[config.mk]
export PLATFORM = sky130hd
export DESIGN_NAME = aabb_intersect_difference_core
export DESIGN_NICKNAME = d
export VERILOG_FILES = /design/src/aabb_pkg.sv /design/src/aabb_intersect_difference_core.sv
export SDC_FILE = /design/constraint.sdc
export NUM_CORES = 2
export LEC_CHECK = 0
export ABC_AREA = 0
export BUFFER_PORTS_ARGS = -buffer_cell sky130_fd_sc_hd__buf_4
export CORE_MARGIN = 8
export CORE_UTILIZATION = 40
export DETAILED_ROUTE_END_ITERATION = 12
export SYNTH_ARGS = -nofsm -noshare
export SYNTH_HDL_FRONTEND = slang
export SYNTH_SLANG_ARGS = --single-unit
[constraint.sdc]
create_clock -name i_clk -period 53.1 [get_ports i_clk]
set_input_delay 5.31 -clock i_clk [delete_from_list [all_inputs] [get_ports i_clk]]
set_output_delay 5.31 -clock i_clk [all_outputs]
set_load 0.005 [all_outputs]
[src/aabb_pkg.sv]
// Shared constants for the box intersection and difference core.
// No dependencies; used by aabb_intersect_difference_core.
`default_nettype none

package aabb_pkg;

    // Configuration port
    localparam int CFG_IDX_BITS = 2;
    localparam int TOL_BITS     = 31;
    localparam int CFG_DATA_BITS = TOL_BITS;

    typedef enum logic [CFG_IDX_BITS-1:0] {
        CFG_MODE = 2'd0,
        CFG_TOL  = 2'd1
    } t_cfg_idx;

    typedef enum logic {
        MODE_INTERSECT = 1'b0,
        MODE_DIFF      = 1'b1
    } t_mode;

endpackage

`default_nettype wire

[src/aabb_intersect_difference_core.sv]
// Axis-aligned 3D box intersection / difference core, five-stage pipeline.
// Depends on aabb_pkg for configuration codes and register widths.
//
//  Channel   Dir  Handshake                    Payload
//  --------  ---  ---------------------------  -------------------------------
//  s_axis    in   s_axis_tvalid/s_axis_tready  box A and box B corners
//  m_axis    out  m_axis_tvalid/m_axis_tready  result box, empty flag in tuser
//  cfg       in   i_cfg_we                     i_cfg_idx, i_cfg_data
//
// One item per cycle is accepted while the output is not stalled; each result passes
// through the chain compare -> span subtract -> length-mismatch subtract ->
// tolerance compare and trim -> min/max ordering, one register stage each.
// All stages advance together; a stalled output freezes the whole pipeline and
// s_axis_tready follows that freeze, so nothing is dropped or repeated.
// Reset clears the stage valid bits and both configuration registers.
`default_nettype none

module aabb_intersect_difference_core #(
    parameter int COORD_BITS = 32
) (
    input  wire logic                              i_clk,
    input  wire logic                              i_rst_n,
    // a_x_lo, a_y_lo, a_z_lo, a_x_hi, a_y_hi, a_z_hi,
    // b_x_lo, b_y_lo, b_z_lo, b_x_hi, b_y_hi, b_z_hi (lowest first), zero padded
    input  wire logic [((12*COORD_BITS+7)/8)*8-1:0] s_axis_tdata,
    input  wire logic                              s_axis_tvalid,
    output logic                                   s_axis_tready,
    // r_x_lo, r_y_lo, r_z_lo, r_x_hi, r_y_hi, r_z_hi (lowest first), zero padded
    output logic [((6*COORD_BITS+7)/8)*8-1:0]      m_axis_tdata,
    // empty_res
    output logic                                   m_axis_tuser,
    output logic                                   m_axis_tvalid,
    input  wire logic                              m_axis_tready,
    input  wire logic                              i_cfg_we,
    input  wire logic [aabb_pkg::CFG_IDX_BITS-1:0] i_cfg_idx,
    input  wire logic [aabb_pkg::CFG_DATA_BITS-1:0] i_cfg_data
);

    localparam int CB      = COORD_BITS;
    // Differences of differences plus the tolerance need a few guard bits.
    localparam int WB      = ((CB > aabb_pkg::TOL_BITS) ? CB : aabb_pkg::TOL_BITS) + 3;

    // ------------------------------------------------------------------
    // Configuration
    // ------------------------------------------------------------------
    logic                          r_mode;
    logic [aabb_pkg::TOL_BITS-1:0] r_tol;

    always_ff @(posedge i_clk) begin
        if (!i_rst_n) begin
            r_mode <= aabb_pkg::MODE_INTERSECT;
            r_tol  <= '0;
        end else if (i_cfg_we) begin
            if (i_cfg_idx == aabb_pkg::CFG_MODE) begin
                r_mode <= i_cfg_data[0];
            end else if (i_cfg_idx == aabb_pkg::CFG_TOL) begin
                r_tol <= i_cfg_data;
            end
        end
    end

    logic signed [WB-1:0] tol_w;
    logic signed [WB-1:0] tol_neg;
    assign tol_w   = WB'($signed({1'b0, r_tol}));
    assign tol_neg = -tol_w;

    // Pipeline advance: every stage moves when the output register can take.
    logic en;
    assign en            = !m_axis_tvalid || m_axis_tready;
    assign s_axis_tready = en;

    // ------------------------------------------------------------------
    // Stage 1: per-axis interval tests
    // ------------------------------------------------------------------
    logic signed [CB-1:0] in_a_lo [3];
    logic signed [CB-1:0] in_a_hi [3];
    logic signed [CB-1:0] in_b_lo [3];
    logic signed [CB-1:0] in_b_hi [3];
    logic signed [CB-1:0] n1_s_lo [3];
    logic signed [CB-1:0] n1_s_hi [3];
    logic [2:0]           n1_ov;

    always_comb begin
        for (int k = 0; k < 3; k++) begin
            in_a_lo[k] = $signed(s_axis_tdata[k*CB +: CB]);
            in_a_hi[k] = $signed(s_axis_tdata[(3+k)*CB +: CB]);
            in_b_lo[k] = $signed(s_axis_tdata[(6+k)*CB +: CB]);
            in_b_hi[k] = $signed(s_axis_tdata[(9+k)*CB +: CB]);
            n1_s_lo[k] = in_b_lo[k];
            n1_s_hi[k] = in_b_hi[k];
            n1_ov[k]   = 1'b0;
            // Ordered cases; touching intervals fall into the first two.
            if (in_b_lo[k] <= in_a_lo[k] && in_b_hi[k] <= in_a_lo[k]) begin
                n1_ov[k] = 1'b0;
            end else if (in_a_hi[k] <= in_b_lo[k] && in_a_hi[k] <= in_b_hi[k]) begin
                n1_ov[k] = 1'b0;
            end else if (in_a_lo[k] <= in_b_lo[k] && in_b_hi[k] <= in_a_hi[k]) begin
                n1_ov[k] = 1'b1;
            end else if (in_b_lo[k] <= in_a_lo[k] && in_a_hi[k] <= in_b_hi[k]) begin
                n1_ov[k]   = 1'b1;
                n1_s_lo[k] = in_a_lo[k];
                n1_s_hi[k] = in_a_hi[k];
            end else if (in_a_lo[k] <= in_b_lo[k] && in_a_hi[k] <= in_b_hi[k]) begin
                n1_ov[k]   = 1'b1;
                n1_s_hi[k] = in_a_hi[k];
            end else if (in_b_lo[k] <= in_a_lo[k] && in_b_hi[k] <= in_a_hi[k]) begin
                n1_ov[k]   = 1'b1;
                n1_s_lo[k] = in_a_lo[k];
            end
        end
    end

    logic                 r1_valid;
    logic                 r1_hit;
    logic signed [CB-1:0] r1_a_lo [3];
    logic signed [CB-1:0] r1_a_hi [3];
    logic signed [CB-1:0] r1_s_lo [3];
    logic signed [CB-1:0] r1_s_hi [3];

    // ------------------------------------------------------------------
    // Stage 2: span lengths and edge distances
    // ------------------------------------------------------------------
    logic                 r2_valid;
    logic                 r2_hit;
    logic signed [CB-1:0] r2_a_lo [3];
    logic signed [CB-1:0] r2_a_hi [3];
    logic signed [CB-1:0] r2_s_lo [3];
    logic signed [CB-1:0] r2_s_hi [3];
    logic signed [WB-1:0] r2_di   [3];
    logic signed [WB-1:0] r2_da   [3];
    logic signed [WB-1:0] r2_dlo  [3];
    logic signed [WB-1:0] r2_dhi  [3];
    logic [2:0]           r2_lt_lo;
    logic [2:0]           r2_lt_hi;

    // ------------------------------------------------------------------
    // Stage 3: length mismatch and split test
    // ------------------------------------------------------------------
    logic                 r3_valid;
    logic                 r3_hit;
    logic signed [CB-1:0] r3_a_lo [3];
    logic signed [CB-1:0] r3_a_hi [3];
    logic signed [CB-1:0] r3_s_lo [3];
    logic signed [CB-1:0] r3_s_hi [3];
    logic signed [WB-1:0] r3_d    [3];
    logic [2:0]           r3_split;
    logic [2:0]           r3_lt_lo;
    logic [2:0]           r3_lt_hi;

    // ------------------------------------------------------------------
    // Stage 4: full-overlap test, trim and result selection
    // ------------------------------------------------------------------
    logic                 r4_valid;
    logic                 r4_empty;
    logic                 r4_sort;
    logic signed [CB-1:0] r4_lo [3];
    logic signed [CB-1:0] r4_hi [3];

    logic [2:0]           n4_full;
    logic [2:0]           n4_trim_en;
    logic signed [CB-1:0] n4_lo [3];
    logic signed [CB-1:0] n4_hi [3];
    logic                 n4_empty;
    logic                 n4_sort;

    always_comb begin
        for (int k = 0; k < 3; k++) begin
            n4_full[k] = (tol_neg <= r3_d[k]) && (r3_d[k] <= tol_w);
        end
        n4_trim_en[0] = n4_full[1] && n4_full[2];
        n4_trim_en[1] = n4_full[0] && n4_full[2];
        n4_trim_en[2] = n4_full[0] && n4_full[1];

        n4_empty = 1'b0;
        n4_sort  = 1'b1;
        for (int k = 0; k < 3; k++) begin
            n4_lo[k] = r3_a_lo[k];
            n4_hi[k] = r3_a_hi[k];
        end

        if (r_mode == aabb_pkg::MODE_INTERSECT) begin
            for (int k = 0; k < 3; k++) begin
                n4_lo[k] = r3_hit ? r3_s_lo[k] : '0;
                n4_hi[k] = r3_hit ? r3_s_hi[k] : '0;
            end
            n4_empty = !r3_hit;
        end else if (!r3_hit) begin
            // Disjoint boxes return A exactly as given, corners unordered.
            n4_sort = 1'b0;
        end else begin
            for (int k = 0; k < 3; k++) begin
                if (n4_trim_en[k] && !r3_split[k]) begin
                    if (r3_lt_lo[k]) begin
                        n4_hi[k] = r3_s_lo[k];
                    end else if (r3_lt_hi[k]) begin
                        n4_lo[k] = r3_s_hi[k];
                    end
                end
            end
        end
    end

    // ------------------------------------------------------------------
    // Stage 5: corner ordering into the output register
    // ------------------------------------------------------------------
    logic                 r5_valid;
    logic                 r5_empty;
    logic                 r5_sort;
    logic signed [CB-1:0] r5_lo [3];
    logic signed [CB-1:0] r5_hi [3];

    always_ff @(posedge i_clk) begin
        if (!i_rst_n) begin
            r1_valid <= 1'b0;
            r2_valid <= 1'b0;
            r3_valid <= 1'b0;
            r4_valid <= 1'b0;
            r5_valid <= 1'b0;
        end else if (en) begin
            r1_valid <= s_axis_tvalid;
            r2_valid <= r1_valid;
            r3_valid <= r2_valid;
            r4_valid <= r3_valid;
            r5_valid <= r4_valid;
        end
    end

    always_ff @(posedge i_clk) begin
        if (en) begin
            r1_hit <= &n1_ov;
            r2_hit <= r1_hit;
            r3_hit <= r2_hit;
            for (int k = 0; k < 3; k++) begin
                r1_a_lo[k] <= in_a_lo[k];
                r1_a_hi[k] <= in_a_hi[k];
                r1_s_lo[k] <= n1_s_lo[k];
                r1_s_hi[k] <= n1_s_hi[k];

                r2_a_lo[k]  <= r1_a_lo[k];
                r2_a_hi[k]  <= r1_a_hi[k];
                r2_s_lo[k]  <= r1_s_lo[k];
                r2_s_hi[k]  <= r1_s_hi[k];
                r2_di[k]    <= WB'(r1_s_hi[k]) - WB'(r1_s_lo[k]);
                r2_da[k]    <= WB'(r1_a_hi[k]) - WB'(r1_a_lo[k]);
                r2_dlo[k]   <= WB'(r1_s_lo[k]) - WB'(r1_a_lo[k]);
                r2_dhi[k]   <= WB'(r1_a_hi[k]) - WB'(r1_s_hi[k]);
                r2_lt_lo[k] <= r1_a_lo[k] < r1_s_lo[k];
                r2_lt_hi[k] <= r1_s_hi[k] < r1_a_hi[k];

                r3_a_lo[k]  <= r2_a_lo[k];
                r3_a_hi[k]  <= r2_a_hi[k];
                r3_s_lo[k]  <= r2_s_lo[k];
                r3_s_hi[k]  <= r2_s_hi[k];
                r3_d[k]     <= r2_di[k] - r2_da[k];
                r3_split[k] <= (r2_dlo[k] > tol_w) && (r2_dhi[k] > tol_w);
                r3_lt_lo[k] <= r2_lt_lo[k];
                r3_lt_hi[k] <= r2_lt_hi[k];

                r4_lo[k] <= n4_lo[k];
                r4_hi[k] <= n4_hi[k];

                if (r4_sort && (r4_hi[k] < r4_lo[k])) begin
                    r5_lo[k] <= r4_hi[k];
                    r5_hi[k] <= r4_lo[k];
                end else begin
                    r5_lo[k] <= r4_lo[k];
                    r5_hi[k] <= r4_hi[k];
                end
            end
            r4_empty <= n4_empty;
            r4_sort  <= n4_sort;
            r5_empty <= r4_empty;
            r5_sort  <= r4_sort;
        end
    end

    always_comb begin
        m_axis_tdata = '0;
        for (int k = 0; k < 3; k++) begin
            m_axis_tdata[k*CB +: CB]     = r5_lo[k];
            m_axis_tdata[(3+k)*CB +: CB] = r5_hi[k];
        end
    end

    assign m_axis_tuser  = r5_empty;
    assign m_axis_tvalid = r5_valid;

    // ------------------------------------------------------------------
    // Assertions
    // ------------------------------------------------------------------
    a_empty_zero: assert property (@(posedge i_clk) disable iff (!i_rst_n)
        m_axis_tvalid && m_axis_tuser |-> m_axis_tdata == '0)
        else $error("empty result with nonzero corners");

    a_empty_mode: assert property (@(posedge i_clk) disable iff (!i_rst_n)
        m_axis_tvalid && m_axis_tuser |-> r_mode == aabb_pkg::MODE_INTERSECT)
        else $error("empty flag raised in difference mode");

    a_sorted: assert property (@(posedge i_clk) disable iff (!i_rst_n)
        r5_valid && r5_sort |->
            r5_lo[0] <= r5_hi[0] && r5_lo[1] <= r5_hi[1] && r5_lo[2] <= r5_hi[2])
        else $error("built box has unordered corners");

    a_stall_only: assert property (@(posedge i_clk) disable iff (!i_rst_n)
        !s_axis_tready |-> m_axis_tvalid && !m_axis_tready)
        else $error("input held off without an output stall");

endmodule

`default_nettype wire

==> results.toml <==
[run_status]
status = "finished with violations"
violations = "max-capacitance violations, max-slew violations"

[pwr]
ir_worst_vdd_v = 0.00003213
power.share.clock_pct = 26.6
switching_share_pct = 34.28
p_per_area_mw_per_mm2 = 46.83
p_comb_share_pct = 33.2
p_int_w = 0.004174
switching_power_w = 0.002177
p_leak_nw = 58.12
pwr-share-seq_pct = 40.2

[floorplanning]
core_area_mm2 = 0.2933
rows = 199
die_x_um = 558.6
start_util_pct = 40.15
boundaryPins = 617
dieArea_mm2 = 0.3120
die_h_um = 558.6

[detailed_routing]
routedWlPerCell_um = 25.70
ant_nets = 0
avgViaCountPerCell = 5.613
drt-total-wl_mm = 378.1
drtIter0Drc = 8495
first_pass_iters = 6
vias = 82592
drc = 0

[placement]
gp_routability_congestion = 1.018
io_buffers = 616
dp_cells = 14260
dp_hpwl_mm = 299.1

[cts]
h-tree-depth = 4
cts_tree = "built"
postCtsHoldBufs = 0
cts_made_buffers = 232
cts_setup_buffers = 0
numClockSinks = 2095
clockBufferDepth = 4
postCtsResizedCells = 0
path_clk_slew_ns = 0.06
cts_root_buffer = "clkbuf_16"
clock_latency_ns = 0.92

[sta]
tns_ns = 0
maxSlewViolCount = 1
finalCritPeriodShare_pct = 21.97
hold_viol_final = 0
worst_pin_slew_ns = 1.480
min_period_ns = 11.66
setup_viol = 0
rsz0062_at_grt = "no"
finClkSkew_ns = 0.06089
timing.fmax_ghz = 0.08573
holdWs_ns = 0.3924
max_slew_margin_pct = -1.206

[yosys]
synth.ff_latch_count = 2095
synth_edf_count = 2058
syn_area_mm2 = 0.1178
synth_nets = 11561
ys_warn_count = 0
synth_top_flop_cell = "edfxtp_1"
synthDistinctLibCells = 90
async_reset_ff_share_pct = 0
synth_seq_area_share_pct = 53.11
synthCells = 9773
avgSynthCellArea_um2 = 12.05

[worst_setup_path]
endpoint_kind = "output port"
cpMaxStageDelayCell = "buf_4"
path_cells = "buf_4, nor2b_2, buf_4, inv_16, buf_4"
start_kind = "input port"
worst_ep_required_time_ns = 47.79
cp_max_fo = 67
max_stage_delay_ns = 0.25
crit_top_cell = "buf_4"
crit_arrival_ns = 6.35
worstSetupPathType = "in2out"

[worst_hold_path]
worstHoldPathType = "reg2reg"

[global_route]
grt_pass1_vias = 79574
grt_max_degree = 202
antenna_found_initial = 58
groute.usage.overall_pct = 23.31
gr-total-overflow = 0
grt_pass1_wl_mm = 538.5

[final_layout]
syn_to_final_growth_pct = 15.17
instances_no_fill = 14715
layout-drive-gt1-share_pct = 14.05
fillers = 26664
nets = 12363

[job]
cap_violations = 1
==> cells by family after synthesis <==
logic type      share of synthesized area [%]
flops                                   53.11
compound gates                          12.30
fa+ha+maj                               14.61
mux                                     4.297
xor+xnor                                3.116
simple gates                            8.633
buf+inv                                 3.931
==> flip-flops by register name, summed over array words and instances, names as in the netlist, 99 cells and up <==
| name | flops |
|---|---|
| r2_di | 99 |
| r2_dhi | 99 |
| r3_d | 105 |
| r2_da | 99 |
| r2_dlo | 99 |
==> cell usage after synthesis (all sizes together), types with 33 or more instances <==
cell,number,area share [%]
edfxtp,2058,52
a31oi,46,0.24
o21a,139,0.89
a21oi,588,2.5
xor2,129,0.96
a21o,384,2.4
and3,54,0.29
o211ai,172,1.1
inv,1060,3.4
dfxtp,37,0.63
a22o,67,0.50
o31a,33,0.25
buf,54,0.25
nand2,641,2.0
mux2i,105,0.89
mux2,356,3.4
a21boi,47,0.30
nor4,59,0.38
nand2b,77,0.41
nor2b,148,0.79
o21ai,347,1.5
a221oi,33,0.25
nand4,219,1.2
clkbuf,95,0.30
nor3,107,0.47
xnor2,290,2.2
a211oi,66,0.42
ha,1351,14
nand3,245,1.0
nor2,336,1.1
==> per-stage QoR <==
step | worst slack (ns) | power, W | cell area [µm²] | utilization, %
3_5_place_dp | 41.44 | 0.004648 | 127600 | 43.50
6_report | 41.44 | 0.006351 | 135600 | 46.24
4_1_cts | 41.47 | 0.006362 | 135600 | 46.21
3_3_place_gp | 40.69 | 0.004600 | 127600 | 43.50
2_1_floorplan | 21.70 | 0.003851 | 117800 | -
5_1_grt | 41.42 | 0.006685 | 135600 | 46.22
==> power by group through the flow <==
stage               logic [W]  clock network [W]  registers, W
CTS                   0.00209            0.00172       0.00255
finish                0.00211            0.00169       0.00255
global route          0.00233            0.00178       0.00258
global placement      0.00202                  0       0.00258
floorplan             0.00141                  0       0.00244
detailed placement    0.00207                  0       0.00258
==> worst max-delay path: cells and delay by family <==
family,cells,cell delay (ns)
buffers and inverters,4,0.74
AND/OR/NAND/NOR,1,0.16
==> path summary, 6_finish.rpt <==
kind | start | to | slack, ns | cells after the start
min | r2_s_hi[0][69] | r3_s_hi[0][69] | 0.39 | 0
max | m_axis_tready | s_axis_tready | 41.44 | 5
min reg2reg | r2_s_hi[0][69] | r3_s_hi[0][69] | 0.39 | 0
max reg2reg | r_tol[1] | r4_lo[0][74] | 44.46 | 21
==> cell type report <==
type / count / area (µm²) / area share [%]
Tap cell: 3919 / 4903 / 3.616
Inverter: 1061 / 3999 / 2.949
Clock inverter: 176 / 2033 / 1.499
Sequential cell: 2095 / 62540 / 46.12
Antenna cell: 23 / 57.56 / 0.04244
Clock buffer: 256 / 5917 / 4.363
Timing Repair Buffer: 717 / 5449 / 4.018
Multi-Input combinational cell: 6468 / 50710 / 37.39
==> layer usage <==
layer	wire length, µm	track usage [%]	vias up
met2	164800	35.57	3002
met3	30770	5.074	585
met1	171200	33.43	40664
li1	-	-	38323
met5	123	0	-
met4	11220	6.549	18
==> layout by cell type, fill, tap and decap left out, drive strengths merged, types with 290 or more instances in the layout <==
master / n
edfxtp: 2058
ha: 1351
inv: 1087
buf: 717
nand2: 641
a21oi: 588
a21o: 384
mux2: 356
o21ai: 347
nor2: 336
xnor2: 290
(Power assumes the default switching activity.)
